## config.mk

```make
export PLATFORM = sky130hd
export DESIGN_NAME = max_heap_extract_sort_flat
export DESIGN_NICKNAME = d
export VERILOG_FILES = /design/src/hw/rtl/mhes_pkg.sv /design/src/hw/rtl/mhes_if.sv /design/src/hw/rtl/mhes_sift.sv /design/src/hw/rtl/max_heap_extract_sort.sv /design/src/flat_wrapper.sv
export SDC_FILE = /design/constraint.sdc
export NUM_CORES = 2
export LEC_CHECK = 0
export ABC_AREA = 0
export BUFFER_PORTS_ARGS = -buffer_cell sky130_fd_sc_hd__buf_2
export CAP_MARGIN = 5
export CORE_MARGIN = 1
export CORE_UTILIZATION = 30
export CTS_CLUSTER_DIAMETER = 80
export DETAILED_ROUTE_END_ITERATION = 7
export GPL_ROUTABILITY_DRIVEN = 0
export SLEW_MARGIN = 15
export SYNTH_ARGS = -nofsm -noshare
export SYNTH_HDL_FRONTEND = slang
export SYNTH_SLANG_ARGS = --single-unit
```

## constraint.sdc

```tcl
create_clock -name i_clk -period 7.1 [get_ports i_clk]
set_input_delay 1.42 -clock i_clk [delete_from_list [all_inputs] [get_ports i_clk]]
set_output_delay 1.42 -clock i_clk [all_outputs]
set_load 0.005 [all_outputs]
```

## src/hw/rtl/mhes_pkg.sv

```systemverilog
// mhes_pkg: shared types and constants for the heap extract/sort block
// no dependencies
package mhes_pkg;
    localparam int CAPACITY_DEF = 64;
    localparam int KEY_W        = 32;
    localparam int CMD_W        = 2;
    localparam int STATUS_W     = 2;

    typedef enum logic [CMD_W-1:0] {
        CMD_PUSH    = 2'd0,
        CMD_EXTRACT = 2'd1,
        CMD_SORT    = 2'd2,
        CMD_NONE    = 2'd3
    } t_cmd;

    typedef enum logic [STATUS_W-1:0] {
        ST_OK    = 2'd0,
        ST_EMPTY = 2'd1,
        ST_FULL  = 2'd2,
        ST_RSVD  = 2'd3
    } t_status;

    // sift request from sequencer to sift unit
    typedef struct packed {
        logic start;
    } t_sift_ctl;
endpackage

```

## src/hw/rtl/mhes_if.sv

```systemverilog
// mhes_if: valid/ready request channels for the heap block
// depends on mhes_pkg
interface mhes_in_if;
    logic                     valid;
    logic                     ready;
    logic [mhes_pkg::CMD_W-1:0] cmd;
    logic signed [mhes_pkg::KEY_W-1:0] key;
    modport source (output valid, cmd, key, input ready);
    modport sink   (input valid, cmd, key, output ready);
endinterface

interface mhes_out_if;
    logic                        valid;
    logic                        ready;
    logic signed [mhes_pkg::KEY_W-1:0] value;
    logic [mhes_pkg::STATUS_W-1:0] status;
    logic                        last;
    modport source (output valid, value, status, last, input ready);
    modport sink   (input valid, value, status, last, output ready);
endinterface

```

## src/hw/rtl/mhes_sift.sv

```systemverilog
// mhes_sift: shared sift-down unit owning the key store memory
// depends on mhes_pkg
module mhes_sift #(
    parameter int CAPACITY = mhes_pkg::CAPACITY_DEF,
    parameter int AW       = $clog2(CAPACITY),
    parameter int CW       = $clog2(CAPACITY + 1)
) (
    input  logic                        i_clk,
    input  logic                        i_rst_n,
    input  logic                        i_start,
    input  logic [AW-1:0]               i_node,
    input  logic [CW-1:0]               i_size,
    input  logic                        i_wr,
    input  logic [AW-1:0]               i_wr_addr,
    input  logic [mhes_pkg::KEY_W-1:0]  i_wr_data,
    input  logic [AW-1:0]               i_rd_addr,
    output logic [mhes_pkg::KEY_W-1:0]  o_rd_data,
    output logic                        o_busy
);
    import mhes_pkg::*;

    typedef enum logic [6:0] {
        S_IDLE = 7'b0000001,
        S_RDN  = 7'b0000010,
        S_RDL  = 7'b0000100,
        S_RDR  = 7'b0001000,
        S_CMP  = 7'b0010000,
        S_WR1  = 7'b0100000,
        S_WR2  = 7'b1000000
    } t_state;

    logic [KEY_W-1:0] r_mem [CAPACITY];
    logic [KEY_W-1:0] r_q;
    t_state           r_state, n_state;
    logic [AW-1:0]    r_node, n_node;
    logic [AW-1:0]    r_top, n_top;
    logic [KEY_W-1:0] r_nval, n_nval;
    logic [KEY_W-1:0] r_tval, n_tval;
    logic [CW-1:0]    r_size;
    logic [CW:0]      w_lc, w_rc;
    logic [AW-1:0]    w_addr;
    logic             w_we;
    logic [AW-1:0]    w_waddr;
    logic [KEY_W-1:0] w_wdata;

    assign w_lc = (CW+1)'({r_node, 1'b1});
    assign w_rc = {r_node, 1'b0} + (CW+1)'(2);
    assign o_busy = (r_state != S_IDLE);
    assign o_rd_data = r_q;

    function automatic logic gt(input logic [KEY_W-1:0] a, input logic [KEY_W-1:0] b);
        gt = $signed(a) > $signed(b);
    endfunction

    always_comb begin
        n_state = r_state;
        n_node  = r_node;
        n_top   = r_top;
        n_nval  = r_nval;
        n_tval  = r_tval;
        w_addr  = i_rd_addr;
        w_we    = 1'b0;
        w_waddr = i_wr_addr;
        w_wdata = i_wr_data;
        case (r_state)
            S_IDLE: begin
                w_we = i_wr;
                if (i_start) begin
                    n_node  = i_node;
                    n_state = S_RDN;
                end
            end
            S_RDN: begin
                w_addr = r_node;
                n_top  = r_node;
                if (w_lc < (CW+1)'(r_size)) begin
                    n_state = S_RDL;
                end else begin
                    n_state = S_IDLE;
                end
            end
            S_RDL: begin
                n_nval = r_q;
                n_tval = r_q;
                w_addr = w_lc[AW-1:0];
                n_state = S_RDR;
            end
            S_RDR: begin
                if (gt(r_q, r_tval)) begin
                    n_tval = r_q;
                    n_top  = w_lc[AW-1:0];
                end
                w_addr = w_rc[AW-1:0];
                n_state = (w_rc < (CW+1)'(r_size)) ? S_CMP : S_WR1;
            end
            S_CMP: begin
                if (gt(r_q, r_tval)) begin
                    n_tval = r_q;
                    n_top  = w_rc[AW-1:0];
                end
                n_state = S_WR1;
            end
            S_WR1: begin
                if (r_top == r_node) begin
                    n_state = S_IDLE;
                end else begin
                    w_we    = 1'b1;
                    w_waddr = r_node;
                    w_wdata = r_tval;
                    n_state = S_WR2;
                end
            end
            S_WR2: begin
                w_we    = 1'b1;
                w_waddr = r_top;
                w_wdata = r_nval;
                n_node  = r_top;
                n_state = S_RDN;
            end
            default: n_state = S_IDLE;
        endcase
    end

    always_ff @(posedge i_clk) begin
        if (w_we) begin
            r_mem[w_waddr] <= w_wdata;
        end
        r_q <= r_mem[w_addr];
    end

    always_ff @(posedge i_clk) begin
        if (!i_rst_n) begin
            r_state <= S_IDLE;
        end else begin
            r_state <= n_state;
        end
        r_node <= n_node;
        r_top  <= n_top;
        r_nval <= n_nval;
        r_tval <= n_tval;
        if (r_state == S_IDLE && i_start) begin
            r_size <= i_size;
        end
    end
endmodule

```

## src/hw/rtl/max_heap_extract_sort.sv

```systemverilog
// max_heap_extract_sort: top level, command sequencer around the sift unit
// depends on mhes_pkg, mhes_if, mhes_sift
// A push writes its key into the key store. An extract of a built heap moves
// the last key to the root and sifts it down level by level; the shared sift
// unit reads each node and its children one word at a time. The first extract
// or sort after pushes first rebuilds the heap, N/2 sifts. A sort delivers
// N results after N-1 sifts, each read in S_ORD once the output is free.
// The block takes no new request until all results of the last one are taken.
module max_heap_extract_sort #(
    parameter int CAPACITY = mhes_pkg::CAPACITY_DEF
) (
    input  logic i_clk,
    input  logic i_rst_n,
    mhes_in_if.sink    i_req,
    mhes_out_if.source o_res
);
    import mhes_pkg::*;

    localparam int AW = $clog2(CAPACITY);
    localparam int CW = $clog2(CAPACITY + 1);

    typedef enum logic [11:0] {
        S_IDLE  = 12'b000000000001,
        S_BUILD = 12'b000000000010,
        S_BWAIT = 12'b000000000100,
        S_XRD0  = 12'b000000001000,
        S_XRDL  = 12'b000000010000,
        S_XW0   = 12'b000000100000,
        S_XWL   = 12'b000001000000,
        S_SIFT  = 12'b000010000000,
        S_SWAIT = 12'b000100000000,
        S_ORD   = 12'b001000000000,
        S_OUT   = 12'b010000000000,
        S_PUSH  = 12'b100000000000
    } t_state;

    t_state           r_state, n_state;
    logic [CW-1:0]    r_count, n_count;
    logic             r_built, n_built;
    logic [1:0]       r_cmd, n_cmd;
    logic [KEY_W-1:0] r_key, n_key;
    logic [AW:0]      r_k, n_k;
    logic [CW-1:0]    r_n, n_n;
    logic [KEY_W-1:0] r_root, n_root;
    logic [KEY_W-1:0] r_val, n_val;
    logic [1:0]       r_st, n_st;
    logic             r_last, n_last;
    logic             r_ov, n_ov;

    logic             w_start, w_wr, w_busy;
    logic [AW-1:0]    w_node, w_waddr, w_raddr;
    logic [CW-1:0]    w_size;
    logic [KEY_W-1:0] w_wdata, w_rdata;

    mhes_sift #(.CAPACITY(CAPACITY), .AW(AW), .CW(CW)) u_sift (
        .i_clk(i_clk), .i_rst_n(i_rst_n), .i_start(w_start), .i_node(w_node),
        .i_size(w_size), .i_wr(w_wr), .i_wr_addr(w_waddr), .i_wr_data(w_wdata),
        .i_rd_addr(w_raddr), .o_rd_data(w_rdata), .o_busy(w_busy)
    );

    assign i_req.ready  = (r_state == S_IDLE) && !r_ov;
    assign o_res.valid  = r_ov;
    assign o_res.value  = r_val;
    assign o_res.status = r_st;
    assign o_res.last   = r_last;

    always_comb begin
        n_state = r_state; n_count = r_count; n_built = r_built;
        n_cmd = r_cmd; n_key = r_key; n_k = r_k; n_n = r_n;
        n_root = r_root; n_val = r_val; n_st = r_st; n_last = r_last;
        n_ov = r_ov && !o_res.ready;
        w_start = 1'b0; w_node = '0; w_size = r_count;
        w_wr = 1'b0; w_waddr = '0; w_wdata = r_key; w_raddr = '0;
        case (r_state)
            S_IDLE: begin
                if (i_req.valid && !r_ov) begin
                    n_cmd = i_req.cmd;
                    n_key = i_req.key;
                    n_val = '0; n_last = 1'b1;
                    case (t_cmd'(i_req.cmd))
                        CMD_PUSH: begin
                            if (r_count == CW'(CAPACITY)) begin
                                n_st = ST_FULL; n_ov = 1'b1;
                            end else begin
                                n_state = S_PUSH;
                            end
                        end
                        CMD_EXTRACT, CMD_SORT: begin
                            if (r_count == '0) begin
                                n_st = ST_EMPTY; n_ov = 1'b1;
                            end else begin
                                n_n = r_count;
                                if (r_built) begin
                                    n_k = (AW+1)'(r_count - 1'b1);
                                    n_state = S_XRD0;
                                end else begin
                                    n_k = (AW+1)'(r_count >> 1);
                                    n_state = S_BUILD;
                                end
                            end
                        end
                        default: ;
                    endcase
                end
            end
            S_PUSH: begin
                w_wr = 1'b1; w_waddr = r_count[AW-1:0]; w_wdata = r_key;
                n_count = r_count + 1'b1; n_built = 1'b0;
                n_val = '0; n_st = ST_OK; n_last = 1'b1; n_ov = 1'b1;
                n_state = S_IDLE;
            end
            S_BUILD: begin
                if (r_k == '0) begin
                    n_built = 1'b1;
                    n_k = (AW+1)'(r_count - 1'b1);
                    n_state = S_XRD0;
                end else begin
                    w_start = 1'b1; w_node = AW'(r_k - 1'b1); w_size = r_count;
                    n_k = r_k - 1'b1;
                    n_state = S_BWAIT;
                end
            end
            S_BWAIT: if (!w_busy) n_state = S_BUILD;
            S_XRD0: begin
                // k is the last index of the shrinking heap
                if (r_cmd == CMD_EXTRACT) n_k = (AW+1)'(r_count - 1'b1);
                if (r_cmd == CMD_SORT && r_k == '0) begin
                    n_k = '0; n_state = S_ORD;
                end else begin
                    w_raddr = '0;
                    n_state = S_XRDL;
                end
            end
            S_XRDL: begin
                n_root = w_rdata;
                w_raddr = r_k[AW-1:0];
                n_state = S_XW0;
            end
            S_XW0: begin
                w_wr = 1'b1; w_waddr = '0; w_wdata = w_rdata;
                n_state = S_XWL;
            end
            S_XWL: begin
                w_wr = 1'b1; w_waddr = r_k[AW-1:0]; w_wdata = r_root;
                n_state = S_SIFT;
            end
            S_SIFT: begin
                w_start = 1'b1; w_node = '0; w_size = CW'(r_k);
                n_state = S_SWAIT;
            end
            S_SWAIT: begin
                if (!w_busy) begin
                    if (r_cmd == CMD_EXTRACT) begin
                        n_count = r_count - 1'b1;
                        n_val = r_root; n_st = ST_OK; n_last = 1'b1; n_ov = 1'b1;
                        n_state = S_IDLE;
                    end else begin
                        n_k = r_k - 1'b1;
                        n_state = S_XRD0;
                    end
                end
            end
            S_ORD: begin
                if (!r_ov || o_res.ready) begin
                    w_raddr = r_k[AW-1:0];
                    n_state = S_OUT;
                end
            end
            S_OUT: begin
                n_val = w_rdata; n_st = ST_OK; n_ov = 1'b1;
                n_last = (CW'(r_k) + 1'b1 == r_n);
                n_k = r_k + 1'b1;
                if (CW'(r_k) + 1'b1 == r_n) begin
                    n_count = '0; n_built = 1'b0; n_state = S_IDLE;
                end else begin
                    n_state = S_ORD;
                end
            end
            default: n_state = S_IDLE;
        endcase
    end

    always_ff @(posedge i_clk) begin
        if (!i_rst_n) begin
            r_state <= S_IDLE;
            r_count <= '0;
            r_built <= 1'b0;
            r_ov    <= 1'b0;
        end else begin
            r_state <= n_state;
            r_count <= n_count;
            r_built <= n_built;
            r_ov    <= n_ov;
        end
        r_cmd <= n_cmd; r_key <= n_key; r_k <= n_k; r_n <= n_n;
        r_root <= n_root; r_val <= n_val; r_st <= n_st; r_last <= n_last;
    end
endmodule

```

## src/flat_wrapper.sv

```systemverilog
// flat-port wrapper written by rule: the top's interface ports become plain ports
module max_heap_extract_sort_flat import mhes_pkg::*;
#(
    parameter int CAPACITY = mhes_pkg::CAPACITY_DEF
)
  (i_clk, i_rst_n, i_req_valid, i_req_cmd, i_req_key, i_req_ready, o_res_valid, o_res_value, o_res_status, o_res_last, o_res_ready);
  mhes_in_if i_req_i ();
  mhes_out_if o_res_i ();
  input  logic i_clk;
  input  logic i_rst_n;
  input wire logic [$bits(i_req_i.valid)-1:0] i_req_valid;
  input wire logic [$bits(i_req_i.cmd)-1:0] i_req_cmd;
  input wire logic [$bits(i_req_i.key)-1:0] i_req_key;
  output wire logic [$bits(i_req_i.ready)-1:0] i_req_ready;
  output wire logic [$bits(o_res_i.valid)-1:0] o_res_valid;
  output wire logic [$bits(o_res_i.value)-1:0] o_res_value;
  output wire logic [$bits(o_res_i.status)-1:0] o_res_status;
  output wire logic [$bits(o_res_i.last)-1:0] o_res_last;
  input wire logic [$bits(o_res_i.ready)-1:0] o_res_ready;
  assign i_req_i.valid = i_req_valid;
  assign i_req_i.cmd = i_req_cmd;
  assign i_req_i.key = i_req_key;
  assign i_req_ready = i_req_i.ready;
  assign o_res_valid = o_res_i.valid;
  assign o_res_value = o_res_i.value;
  assign o_res_status = o_res_i.status;
  assign o_res_last = o_res_i.last;
  assign o_res_i.ready = o_res_ready;
  max_heap_extract_sort #(.CAPACITY(CAPACITY)) u_core (.i_clk(i_clk), .i_rst_n(i_rst_n), .i_req(i_req_i), .o_res(o_res_i));
endmodule
```

# Word-level counts from Yosys, hierarchy flattened
# Memories as Yosys holds them, arrays and structs flattened. A register that Yosys moved wholly into a read port is not among the register bits.
# Cells that the tools add are included.
[op_classes]
n_eq_ne = 47
add_sub_neg = 5
n_div = 0
muxes = 82
bitwise_logic = 1
shifts = 0
n_mul = 0
order_cmp = 3
n_reduce_logical = 34
[op_table]
columns = ["cell", "count"]
rows = [
  ["$pmux 32 s2", 3],
  ["$mux 32", 5],
  ["$pmux 12 s11", 1],
  ["$pmux 32 s4", 1],
  ["$mux 7", 14],
  ["$mux 12", 6],
  ["$pmux 7 s7", 1],
  ["$mux 6", 8],
  ["$pmux 6 s2", 4],
  ["$pmux 6 s3", 2],
  ["$pmux 7 s5", 1],
  ["$gt 32x32->1", 1],
  ["$pmux 12 s2", 1],
  ["$pmux 7 s3", 1],
  ["$reduce_and 7->1", 3],
  ["$mux 10", 2],
  ["$ne 2x2->1 const B", 9],
  ["$mux 1", 15],
  ["$ne 3x3->1 const B", 5],
  ["$add 7x1->7 const B", 2],
  ["$eq 7x7->1 const B", 2],
  ["$logic_not 7->1", 2],
  ["$sub 7x1->7 const B", 2],
  ["$eq 12x1->1 const B", 1],
  ["other kinds (49)", 80],
]
[totals]
input_bits = 38
elab_cells = 191
reg_bits = 226
n_memories = 1
latchBits = 0
romBits = 0
ramBits = 2048
[mem_list]
columns = ["name", "words", "word_bits", "rd", "rd_clocked_by_memory_dff", "wr", "line_no", "text"]
rows = [
  ["u_core.u_sift.r_mem", 64, 32, 1, 1, 1, "mhes_sift.sv:32", "logic [KEY_W-1:0] r_mem [CAPACITY];"],
]

# Depth between registers and ports, before layout
[depth]
depth_word = 6
mapped_depth = 15

# Cells and area by module
# Synthesis repeated with hierarchy kept, for this count alone.
[hier_totals]
cells_unflattened = 7278
hier_area_um2 = 94514.4
[by_module_without_submodules]
columns = ["module", "n_inst", "cells_per_inst", "area_each_um2"]
rows = [
  ["mhes_sift", 1, 6491, 86778.2],
  ["max_heap_extract_sort", 1, 787, 7736.2],
]

# Least setup slack after synthesis
# OpenSTA, ideal clock, no wires.
[synth_timing]
kind = "reg2reg"
startpoint = "register u_core.r_state[11]"
endpoint = "memory u_core.u_sift.r_mem[0][10], data pin"
path_stages_with_launch = 10
path_buffers = 3
setup_time_ns = 0.702
setup_slack_ns = 1.786
t_arrival_ns = 4.613
period_less_slack_ns = 5.314
path_cell_list = "dfxtp_1 > buf_4 > nor4_4 > and3_1 > and4b_1 > clkbuf_1 > buf_1 > a22o_1 > a21oi_1 > o21ai_0"
[synth_via]
elab_chain_len = 4
word_cells_on_any_way = 5
[synth_lines]
columns = ["item", "line_no", "text"]
rows = [
  ["start: declaration", "max_heap_extract_sort.sv:37", "t_state r_state, n_state;"],
  ["start signal: assignment", "max_heap_extract_sort.sv:190", "r_state <= n_state;"],
  ["$eq 12x7->1 / $eq 12x6->1 (equally long branches)", "max_heap_extract_sort.sv:74", "case (r_state)"],
  ["$pmux 32 s2 *", "max_heap_extract_sort.sv:74", ""],
  ["$mux 32", "mhes_sift.sv:104", "if (r_top == r_node) begin"],
  ["$pmux 32 s2 *", "mhes_sift.sv:65", "case (r_state)"],
  ["net u_core.u_sift.w_wdata[10]", "mhes_sift.sv:44", "logic [KEY_W-1:0] w_wdata;"],
  ["end: declaration", "mhes_sift.sv:32", ""],
]
# The timed path passes the listed nets; every way through them passes the cells marked *.

# Worst setup path in the final report
[layout_timing]
startpoint = "register u_core.u_sift.r_state[1]"
endpoint = "memory u_core.u_sift.r_mem[59][17], enable pin"
[layout_via]
elab_chain_len = 4
word_cells_on_any_way = 7
[layout_lines]
columns = ["item", "line_no", "text"]
rows = [
  ["start: declaration", "mhes_sift.sv:34", "t_state r_state, n_state;"],
  ["start signal: assignment", "mhes_sift.sv:135", "r_state <= n_state;"],
  ["$eq 7x7->1, or another cell as far along", "mhes_sift.sv:65", ""],
  ["$pmux 1 s3", "mhes_sift.sv:65", ""],
  ["$mux 1", "mhes_sift.sv:125", "if (w_we) begin"],
  ["$mux 1 (not written as such)", "mhes_sift.sv:126", "r_mem[w_waddr] <= w_wdata;"],
]
# Several ways; a longest one is shown, not always the timed one.

==> results.txt <==
Clock Path Buffers - 3
Post-synthesis register bit count - 2,306
Flop pwr share - 53.4%
Post-route non-filler standard cell count - 11,080
Pwr dens - 285.1 nW/µm²
Io pins - 75
CTS resizes - 0
Synth unique cells - 96
Final min period - 6.055 ns
RSZ-0062 raised after global routing - no
CTS tree - done
Full die area - 311,400 µm²
Share of post-route cells with drive strength above 1 - 11.46%
Slew of the pin with the lowest slew margin - 1.280 ns
DIE HEIGHT - 558.0 µm
Internal power - 22.96 mW
DR WL/cell - 27.96 µm
Rel. slew slack - 14.49%
Post-CTS repair timing setup buffer count - 0
Row count - 203
Switch share - 24.31%
Core Area - 306,600 µm²
Layout Skew - 0.1117 ns
Starting Density - 30.25%
Status - completed
Layout area overhead - 14.70%
Fin util - 34.70%
Routed WL - 309.8 mm
Largest stage delay on the critical path - 1.15 ns
Total Power - 30.33 mW
Largest net degree at the start of global routing - 144
Vias in the first global route - 57,350
Max-cap violations - 0
Yosys warnings - 0
Worst hold path startpoint - u_core.r_state[0]
Pre-antenna DRT Iters - 6
H-tree depth - 4
# placed instances - 10,650
Fmax - 0.1652 GHz
Peak supply drop - 242.9 µV
Total track usage - 19.35%
Cells after Synth - 6,668
Via count - 60,910
# fillers - 29,420
Top cells by area, synth - edfxtp_1, nand2_1, nand3_1
Worst EP arrival - 6.64 ns
Crit Path Category - reg2reg
Avg Cell Area, Syn - 13.91 µm²
Top FF cell, synth - edfxtp_1
Period utilization - 85.28%
Hold path cells - 2
Buffers on Ports - 74
Initial antenna violation count - 25
Sw power - 7.373 mW
Worst reg2reg path depth - 8
Post-detail-place hpwl - 182.3 mm
Hold Buf Count CTS - 0
Min-delay worst type - reg2reg
Critical path's most frequent cell - buf_4
Setup Viol. Count Final - 0
Clock power share - 39.0%
Antenna viol nets, final - 0
Vias/cell - 5.498
Die Wd - 558.0 µm
Net Count, Synth - 6,759
Total Neg Setup Slack - 0 ns
First-pass GRT wire length - 432.4 mm
# clock sinks - 2,306
Initial DRC count - 9,160
NumNets Final - 6,869
CP Data Required Time - 7.68 ns
Number of synthesized flops with an enable pin - 2,246
Seq/Total Area, Yosys - 74.01%
Worst-path clk slew - 0.06 ns
DRC viols - 0
Reg2reg start - u_core.u_sift.r_state[1]
Crit. Startpoint - u_core.u_sift.r_state[1]
Startpoint types - flip-flop
Yosys top cell by area - edfxtp_1
Synthesized cell area - 92,750 µm²
Root buffer cell - clkbuf_16
Final hold vios - 0
Yosys top cell area share - 72.72%
Crit-path cells - or4_4, nor4b_4, buf_4, nand2_1, o211ai_1, nand4_1, nor2_4, buf_4
Static Leak - 35.04 nW
Latest clock arrival within the worst-skew pair - 0.92 ns
CTS Buf Count - 226
Crit-path slowest cell - nor2_4
GRT overflow - 0
Ys async rst share - 0%
Fin. max-slew vios - 0
CP endpoint kind - flip-flop
Max FO, Critical Path - 39
Combinational share of power - 7.5%
## flip-flops by register name (all words and copies together) (netlist names), 6 cells and up
name and flops:
u_core.u_sift.r_mem 2048, u_core.o_res.value 32, u_core.r_key 32, u_core.r_root 32
u_core.u_sift.o_rd_data 32, u_core.u_sift.r_nval 32, u_core.u_sift.r_tval 32, u_core.r_state 12
u_core.r_count 7, u_core.r_k 7, u_core.r_n 7, u_core.u_sift.r_size 7
u_core.u_sift.r_state 7, u_core.u_sift.r_node 6, u_core.u_sift.r_top 6
## metrics by stage
stage               cell area (µm²)  hold slack [ns]  setup slack, ns
global placement              99020           0.5317           0.7922
finish                       106400           0.5579            1.045
detailed placement            99100           0.5449           0.9164
CTS                          106400           0.5565            1.259
floorplan                     92750           0.4064            1.786
global route                 106400           0.5754           0.9235
## logic make-up after synthesis
kind of cell / synth area share, %
AOI/OAI and AO/OA: 7.414
xor gates and xnor gates: 0.3305
adders and majority gates: 0.7150
buffers and inverters: 2.685
DFF: 74.01
muxes: 1.886
and+or+nand+nor: 12.96
## power by group through the flow
stage | combinational, mW | sequential [mW] | clock (mW)
finish | 2.29 | 16.2 | 11.8
CTS | 2.25 | 16.2 | 11.9
floorplan | 1.07 | 16.5 | 0
global route | 2.40 | 16.2 | 12.4
detailed placement | 2.25 | 16.5 | 0
global placement | 2.20 | 16.5 | 0
## cells in the final DEF, fill, tap and decap left out, types with 131 or more instances in the layout
cell,n
a21oi_1,166
and3_1,155
edfxtp_1,2246
nand3_1,510
nand2_1,1622
buf_4,210
mux2i_1,168
a31oi_1,131
clkbuf_16,226
## routing by layer
metal	up-vias	share of wire, %	track usage [%]
met4	10	4.5	8.151
met5	-	0.022	0
met2	3867	46	30.22
met3	608	12	4.725
met1	30910	38	25.61
li1	25510	-	-
## cell type report
class / instances / area (µm²) / share of cell area, %
diodes: 7 / 17.52 / 0.01647
clock buffers: 305 / 6012 / 5.651
clock inverters: 116 / 1244 / 1.169
inverters: 57 / 214.0 / 0.2011
multi-input cells: 3876 / 22630 / 21.28
flip-flops and latches: 2306 / 68650 / 64.53
well taps: 4100 / 5130 / 4.822
repair buffers: 311 / 2487 / 2.338
## cells in the mapped netlist, types with 31 or more instances
| master | instances |
|---|---|
| a32oi_1 | 93 |
| buf_2 | 222 |
| mux2i_1 | 168 |
| a211oi_1 | 31 |
| a311oi_1 | 94 |
| ha_1 | 53 |
| o21ai_0 | 100 |
| inv_1 | 57 |
| dfxtp_1 | 60 |
| a22oi_1 | 53 |
| edfxtp_1 | 2246 |
| a22o_1 | 66 |
| a21oi_1 | 166 |
| clkbuf_1 | 117 |
| buf_4 | 33 |
| buf_6 | 33 |
| a221oi_1 | 73 |
| nand2_1 | 1622 |
| nand4_1 | 91 |
| nand3_1 | 510 |
| and3_1 | 158 |
| a31oi_1 | 131 |
| nor2_1 | 128 |
## worst paths after layout
| path | endpoint | slack (ns) |
|---|---|---|
| worst max-delay path | u_core.u_sift.r_mem[59][17] | 1.05 |
| worst max register to register | u_core.u_sift.r_mem[59][17] | 1.05 |
| worst min register to register | u_core.r_state[0] | 0.56 |
| worst min-delay path | u_core.r_state[0] | 0.56 |
## worst max-delay path: cells and delay by family (launching register included)
kind | cells | cell delay (ns)
compound gates | 1 | 0.41
buf+inv | 2 | 0.98
simple gates | 5 | 3.83
flops | 1 | 0.45
Power figures use the tool's default switching activity.
